### config.mk
export PLATFORM = sky130hd
export DESIGN_NAME = vipt_ram
export DESIGN_NICKNAME = d
export VERILOG_FILES = /design/src/sv/assert_macros.svh /design/src/sv/vipt_ram.sv
export SDC_FILE = /design/constraint.sdc
export NUM_CORES = 1
export LEC_CHECK = 0
export ABC_AREA = 1
export BUFFER_PORTS_ARGS = -buffer_cell sky130_fd_sc_hd__buf_2
export CAP_MARGIN = 20
export CORE_MARGIN = 8
export CORE_UTILIZATION = 50
export CTS_CLUSTER_SIZE = 30
export DETAILED_ROUTE_END_ITERATION = 8
export PLACE_DENSITY = 0.72
export SYNTH_ARGS = -nofsm -noshare
export SYNTH_HDL_FRONTEND = slang
export SYNTH_SLANG_ARGS = --single-unit
### constraint.sdc
create_clock -name clk -period 1.3 [get_ports clk]
set_clock_uncertainty 0.05 [all_clocks]
set_input_delay 0.065 -clock clk [delete_from_list [all_inputs] [get_ports clk]]
set_output_delay 0.065 -clock clk [all_outputs]
set_load 0.005 [all_outputs]
### src/sv/assert_macros.svh
// assertion macros used by the prefix table unit
// needs clk and rst_n in the scope of use
`ifndef ASSERT_MACROS_SVH
`define ASSERT_MACROS_SVH

// implication checked on every edge outside reset
`define ASSERT_IMPL(label, ante, cons) \
  label: assert property (@(posedge clk) disable iff (!rst_n) (ante) |-> (cons)) \
    else $error("assertion failed");

// plain invariant
`define ASSERT_ALWAYS(label, cond) \
  label: assert property (@(posedge clk) disable iff (!rst_n) (cond)) \
    else $error("assertion failed");

`endif

### src/sv/vipt_ram.sv
// generic single write, single read ram with registered read data
// no dependencies
`default_nettype none
module vipt_ram #(
  parameter int WIDTH = 8,
  parameter int DEPTH = 16
) (
  input  wire logic                     clk,
  input  wire logic                     we,
  input  wire logic [$clog2(DEPTH)-1:0] waddr,
  input  wire logic [WIDTH-1:0]         wdata,
  input  wire logic [$clog2(DEPTH)-1:0] raddr,
  output logic      [WIDTH-1:0]         rdata
);
  logic [WIDTH-1:0] mem [DEPTH];

  always_ff @(posedge clk) begin
    if (we) mem[waddr] <= wdata;
    rdata <= mem[raddr];
  end
endmodule
`default_nettype wire

## Word level (Yosys, flattened, before mapping)

Memories as Yosys holds them, arrays and structs flattened. A register that Yosys moved wholly into a read port is not among the register bits.
Cells that the tools add are included.
Widths: inputs -> output; s select.

- Bits in registers: 0
- Memory bits (writable): 128
- Input port bits: 18
- Output and inout port bits: 8
- Word-level logic and storage cells: 3
- Memories kept: 1

Memories:

| name | depth | bits a word | read ports | clocked after Yosys merged registers in | write ports | line | source |
|---|---|---|---|---|---|---|---|
| mem | 16 | 8 | 1 | 1 | 1 | vipt_ram.sv:15 | `logic [WIDTH-1:0] mem [DEPTH];` |

- Multiplexer cells: 2

Operator list:

| kind | count |
|---|---|
| $mux 1 | 2 |

## Longest topological paths before layout

- Word-level depth: 2
- Gate-level depth with buffers: 8
- Depth with buffers taken out: 7

## Least setup slack after synthesis

No wires, ideal clock.

- Path type: input port to flip-flop
- Start: input port waddr[2]
- End: memory mem[10][0], enable pin
- Library setup time: 370 ps
- Arrival: 646 ps
- Required time: 880 ps
- Setup slack: 234 ps
- Cell stages on the path: 2
- Path buffers: 0
- Cells stage by stage: nand3b_1 -> nor2_1

RTL lines:

| element | line | source |
|---|---|---|
| start, declared | vipt_ram.sv:10 | `input wire logic [$clog2(DEPTH)-1:0] waddr,` |
| end, declared | vipt_ram.sv:15 |  |

No word-level cell before the write port.

==> impl_results.html <==
<table>
<tr><th>Metric</th><th>Value</th></tr>
<tr><th colspan="2">Timing</th></tr>
<tr><td>Worst-Margin Slew</td><td>0.372 ns</td></tr>
<tr><td>Max transition margin</td><td>75.2%</td></tr>
<tr><td>Post-route clock period utilization</td><td>83.9%</td></tr>
<tr><td>RSZ-0062 raised after global routing</td><td>no</td></tr>
<tr><td>Final hold viol count</td><td>0</td></tr>
<tr><td>Final min period</td><td>1.09 ns</td></tr>
<tr><td>Setup TNS</td><td>0 ns</td></tr>
<tr><td>Slack of the critical path</td><td>0.209 ns</td></tr>
<tr><td>Final setup violating endpoints</td><td>0</td></tr>
<tr><td>Highest clock rate</td><td>0.917 GHz</td></tr>
<tr><td>Max-slew violation count</td><td>0</td></tr>
<tr><th colspan="2">Power</th></tr>
<tr><td>IR drop worst, VDD</td><td>772 uV</td></tr>
<tr><td>Switching power as a share of total power</td><td>21.0%</td></tr>
<tr><td>Net load switching power</td><td>0.00213 W</td></tr>
<tr><td>Sequential Power Share</td><td>48.7%</td></tr>
<tr><td>Static power due to leakage</td><td>2.98 nW</td></tr>
<tr><td>Int Power</td><td>0.00800 W</td></tr>
<tr><td>Cell area power density</td><td>1500 nW/um^2</td></tr>
<tr><td>Share of power burned in combinational logic</td><td>6.1%</td></tr>
<tr><td>Clock group share of total power</td><td>45.2%</td></tr>
<tr><th colspan="2">Worst setup path</th></tr>
<tr><td>Max stage delay on crit path</td><td>0.38 ns</td></tr>
<tr><td>Critical path start-end classification</td><td>reg2reg</td></tr>
<tr><td>CP arrival</td><td>1.34 ns</td></tr>
<tr><td>Largest fanout on the critical path</td><td>1</td></tr>
<tr><td>Worst Setup Start Kind</td><td>flip-flop</td></tr>
<tr><td>Slowest cell on the critical path</td><td>sky130_fd_sc_hd__edfxtp_1</td></tr>
<tr><td>Cell-by-cell listing of the critical path</td><td>inv_1 &gt; nand2_1 &gt; nand3_1 &gt; nand3_1 &gt; nand3_1 &gt; nand2_1</td></tr>
<tr><td>Most numerous cell on the critical path</td><td>sky130_fd_sc_hd__nand3_1</td></tr>
<tr><td>Worst R2R Setup Slack</td><td>0.21 ns</td></tr>
<tr><td>Endpoint kind of the worst setup timing path</td><td>flip-flop</td></tr>
<tr><td>Worst path required time</td><td>1.55 ns</td></tr>
<tr><th colspan="2">Layout</th></tr>
<tr><td>Filler cells</td><td>878</td></tr>
<tr><td>Share of post-route cells with drive strength above 1</td><td>14.2%</td></tr>
<tr><td>Total inserted antenna cells</td><td>0</td></tr>
<tr><td>Net count reported at finish</td><td>623</td></tr>
<tr><td>Core Util, Final</td><td>59.7%</td></tr>
<tr><td>Syn-to-layout area delta</td><td>17.2%</td></tr>
<tr><td>Final standard cell area without fillers</td><td>6760 um^2</td></tr>
<tr><th colspan="2">Clock tree</th></tr>
<tr><td>Number of buffers created by CTS</td><td>17</td></tr>
<tr><td>Reg clk slew, reported paths</td><td>0.06 ns</td></tr>
<tr><td>Number of sinks driven by the clock tree</td><td>136</td></tr>
<tr><td>H-Tree Level Count</td><td>4</td></tr>
<tr><td>TritonCTS clock tree</td><td>built</td></tr>
<tr><td>Number of setup buffers added after CTS</td><td>0</td></tr>
<tr><td>Root buf cell</td><td>sky130_fd_sc_hd__clkbuf_16</td></tr>
<tr><td>Max Buffers Root-to-Sink</td><td>2</td></tr>
<tr><td>Source-to-sink clock delay at the later pin of the worst-skew pair</td><td>0.42 ns</td></tr>
<tr><th colspan="2">Yosys</th></tr>
<tr><td>Post-synthesis instance total</td><td>551</td></tr>
<tr><td>Cells taking the most area after synthesis</td><td>sky130_fd_sc_hd__edfxtp_1 (67%), sky130_fd_sc_hd__nand2_1 (11%), sky130_fd_sc_hd__nand3_1 (8.4%)</td></tr>
<tr><td>Count of yosys warnings during synthesis</td><td>0</td></tr>
<tr><td>Ranking of synthesized cells by instance count</td><td>sky130_fd_sc_hd__nand2_1 (173), sky130_fd_sc_hd__edfxtp_1 (128), sky130_fd_sc_hd__inv_1 (100)</td></tr>
<tr><td>Top-area cell type share of the netlist area</td><td>66.7%</td></tr>
<tr><td>Average footprint of a synthesized cell</td><td>10.5 um^2</td></tr>
<tr><td>Number of nets in the synthesized netlist</td><td>569</td></tr>
<tr><td>FFs w/ async S/R, synth</td><td>0%</td></tr>
<tr><td>Synthesized area</td><td>5770 um^2</td></tr>
<tr><td>Post-synthesis sequential element count</td><td>136</td></tr>
<tr><td>Synth area leader</td><td>sky130_fd_sc_hd__edfxtp_1</td></tr>
<tr><td>Number of distinct library cell variants in the gate-level netlist after synthesis</td><td>12</td></tr>
<tr><td>Number of enable flip-flop cells after synthesis</td><td>128</td></tr>
<tr><td>Top FF cell, synth</td><td>sky130_fd_sc_hd__edfxtp_1</td></tr>
<tr><td>Register area share after synthesis</td><td>69.4%</td></tr>
<tr><td>Most frequent cell after synthesis</td><td>sky130_fd_sc_hd__nand2_1</td></tr>
<tr><th colspan="2">Die</th></tr>
<tr><td>Die Footprint</td><td>15200 um^2</td></tr>
<tr><td>Standard cell core area</td><td>11300 um^2</td></tr>
<tr><td>Site Rows</td><td>39</td></tr>
<tr><td>Number of I/O pins</td><td>26</td></tr>
<tr><td>Die Width</td><td>123 um</td></tr>
<tr><td>Vert. Die Dim</td><td>123 um</td></tr>
<tr><td>Starting density of the core</td><td>50.9%</td></tr>
<tr><th colspan="2">GRT</th></tr>
<tr><td>Total track usage</td><td>18.7%</td></tr>
<tr><td>Antenna violations before repair</td><td>0</td></tr>
<tr><td>Largest net degree at the start of global routing</td><td>47</td></tr>
<tr><td>Total congestion overflow</td><td>0</td></tr>
<tr><td>Via count of the first global-routing pass</td><td>4072</td></tr>
<tr><td>Wire length of the first global-routing pass</td><td>21000 um</td></tr>
<tr><th colspan="2">Placement</th></tr>
<tr><td>Post-place setup slack</td><td>0.0776 ns</td></tr>
<tr><td>Count of input and output buffers</td><td>25</td></tr>
<tr><td>Area after detailed placement</td><td>6170 um^2</td></tr>
<tr><td>GP Congestion</td><td>0.880</td></tr>
<tr><td>Dpl hpwl</td><td>8270 um</td></tr>
<tr><th colspan="2">Route</th></tr>
<tr><td>DRC marker count from the first detailed-route iteration</td><td>510</td></tr>
<tr><td>Routed Antenna Nets</td><td>0</td></tr>
<tr><td>Remaining DRCs</td><td>0</td></tr>
<tr><td>Vias</td><td>3944</td></tr>
<tr><td>Routed vias/inst</td><td>5.18</td></tr>
<tr><td>Detailed-route wire length</td><td>12900 um</td></tr>
<tr><td>DR WL/cell</td><td>16.9 um</td></tr>
<tr><td>Length of the first detailed-routing pass in iterations</td><td>5</td></tr>
<tr><th colspan="2">Job</th></tr>
<tr><td>Total of max-cap violations</td><td>0</td></tr>
<tr><th colspan="2">Hold path</th></tr>
<tr><td>Hold crit path type</td><td>in2reg</td></tr>
<tr><th colspan="2">Run status</th></tr>
<tr><td>Outcome</td><td>finished, final reports clean</td></tr>
</table>
critical path: cells and delay by family, from the launching register on:
kind / cells / cell delay [ns]
AND/OR/NAND/NOR: 5 / 0.49
flip-flops: 1 / 0.38
buffers and inverters: 1 / 0.08
metal layers:
layer  vias to the layer above  global-route usage (%)  routed length [um]
met5                         -                       0                   0
met4                         0                    8.35                 252
met3                        27                    4.38                1170
met2                       187                    30.6                6340
met1                      1849                    23.3                5100
li1                       1881                       -                   -
through the flow:
| stage | hold WS (ns) | std cells | total power (W) |
|---|---|---|---|
| global route | 0.00911 | 761 | 0.0104 |
| finish | 0.0115 | 761 | 0.0101 |
| floorplan | 0.114 | 551 | 0.00537 |
| CTS | 0.00210 | 761 | 0.0102 |
| global placement | 0.393 | 727 | 0.00561 |
| detailed placement | 0.394 | 727 | 0.00563 |
repair_timing:
item,4_1_cts,5_1_grt
hold buffers,2,0
hold endpoints to repair,22,0
gates resized for setup,0,0
setup endpoints to repair,0,0
final timing paths:
kind	startpoint	to	cells after the start
worst min-delay path	wdata[3]	mem[0][3]$_DFFE_PP_	1
worst max register to register	mem[0][5]$_DFFE_PP_	rdata[5]$_DFF_P_	6
worst min register to register	mem[11][7]$_DFFE_PP_	rdata[7]$_DFF_P_	6
worst max-delay path	mem[0][5]$_DFFE_PP_	rdata[5]$_DFF_P_	6
cells by family (layout without fill, tap and decap cells):
group | after synthesis | in the layout | share of synthesized area, %
AND/OR/NAND/NOR | 289 | 289 | 21.0
flip-flops | 136 | 136 | 69.4
buffers and inverters | 126 | 193 | 9.52
state kept, by name, summed over array words and instances, names as in the netlist:
signal and flops:
mem 128, rdata 8
power groups by stage:
stage	logic, W	registers, W	clock network (W)
floorplan	0.000346	0.00502	0
finish	0.000618	0.00493	0.00458
global route	0.000689	0.00494	0.00481
global placement	0.000591	0.00502	0
CTS	0.000616	0.00493	0.00462
detailed placement	0.000608	0.00502	0
final cells by class:
cell class | count | area (um^2) | area share [%]
Timing Repair Buffer | 59 | 410 | 6.07
Inverter | 102 | 383 | 5.67
Sequential cell | 136 | 4000 | 59.3
Clock inverter | 10 | 103 | 1.52
Multi-Input combinational cell | 289 | 1210 | 18.0
Clock buffer | 22 | 464 | 6.87
Tap cell | 143 | 179 | 2.65
layout by cell type, fill, tap and decap left out:
cell / n
sky130_fd_sc_hd__nand2_1: 173
sky130_fd_sc_hd__edfxtp_1: 128
sky130_fd_sc_hd__inv_1: 100
sky130_fd_sc_hd__nand3_1: 97
sky130_fd_sc_hd__buf_4: 30
sky130_fd_sc_hd__buf_2: 25
sky130_fd_sc_hd__nor2_1: 17
sky130_fd_sc_hd__clkbuf_16: 17
sky130_fd_sc_hd__dfxtp_1: 8
sky130_fd_sc_hd__clkinv_2: 7
sky130_fd_sc_hd__clkbuf_1: 3
sky130_fd_sc_hd__inv_2: 2
sky130_fd_sc_hd__nand3b_1: 2
sky130_fd_sc_hd__clkbuf_8: 2
sky130_fd_sc_hd__bufinv_16: 2
sky130_fd_sc_hd__dlygate4sd3_1: 2
sky130_fd_sc_hd__buf_12: 2
sky130_fd_sc_hd__clkinvlp_4: 1
No activity file was read; power rests on OpenSTA's default activity.
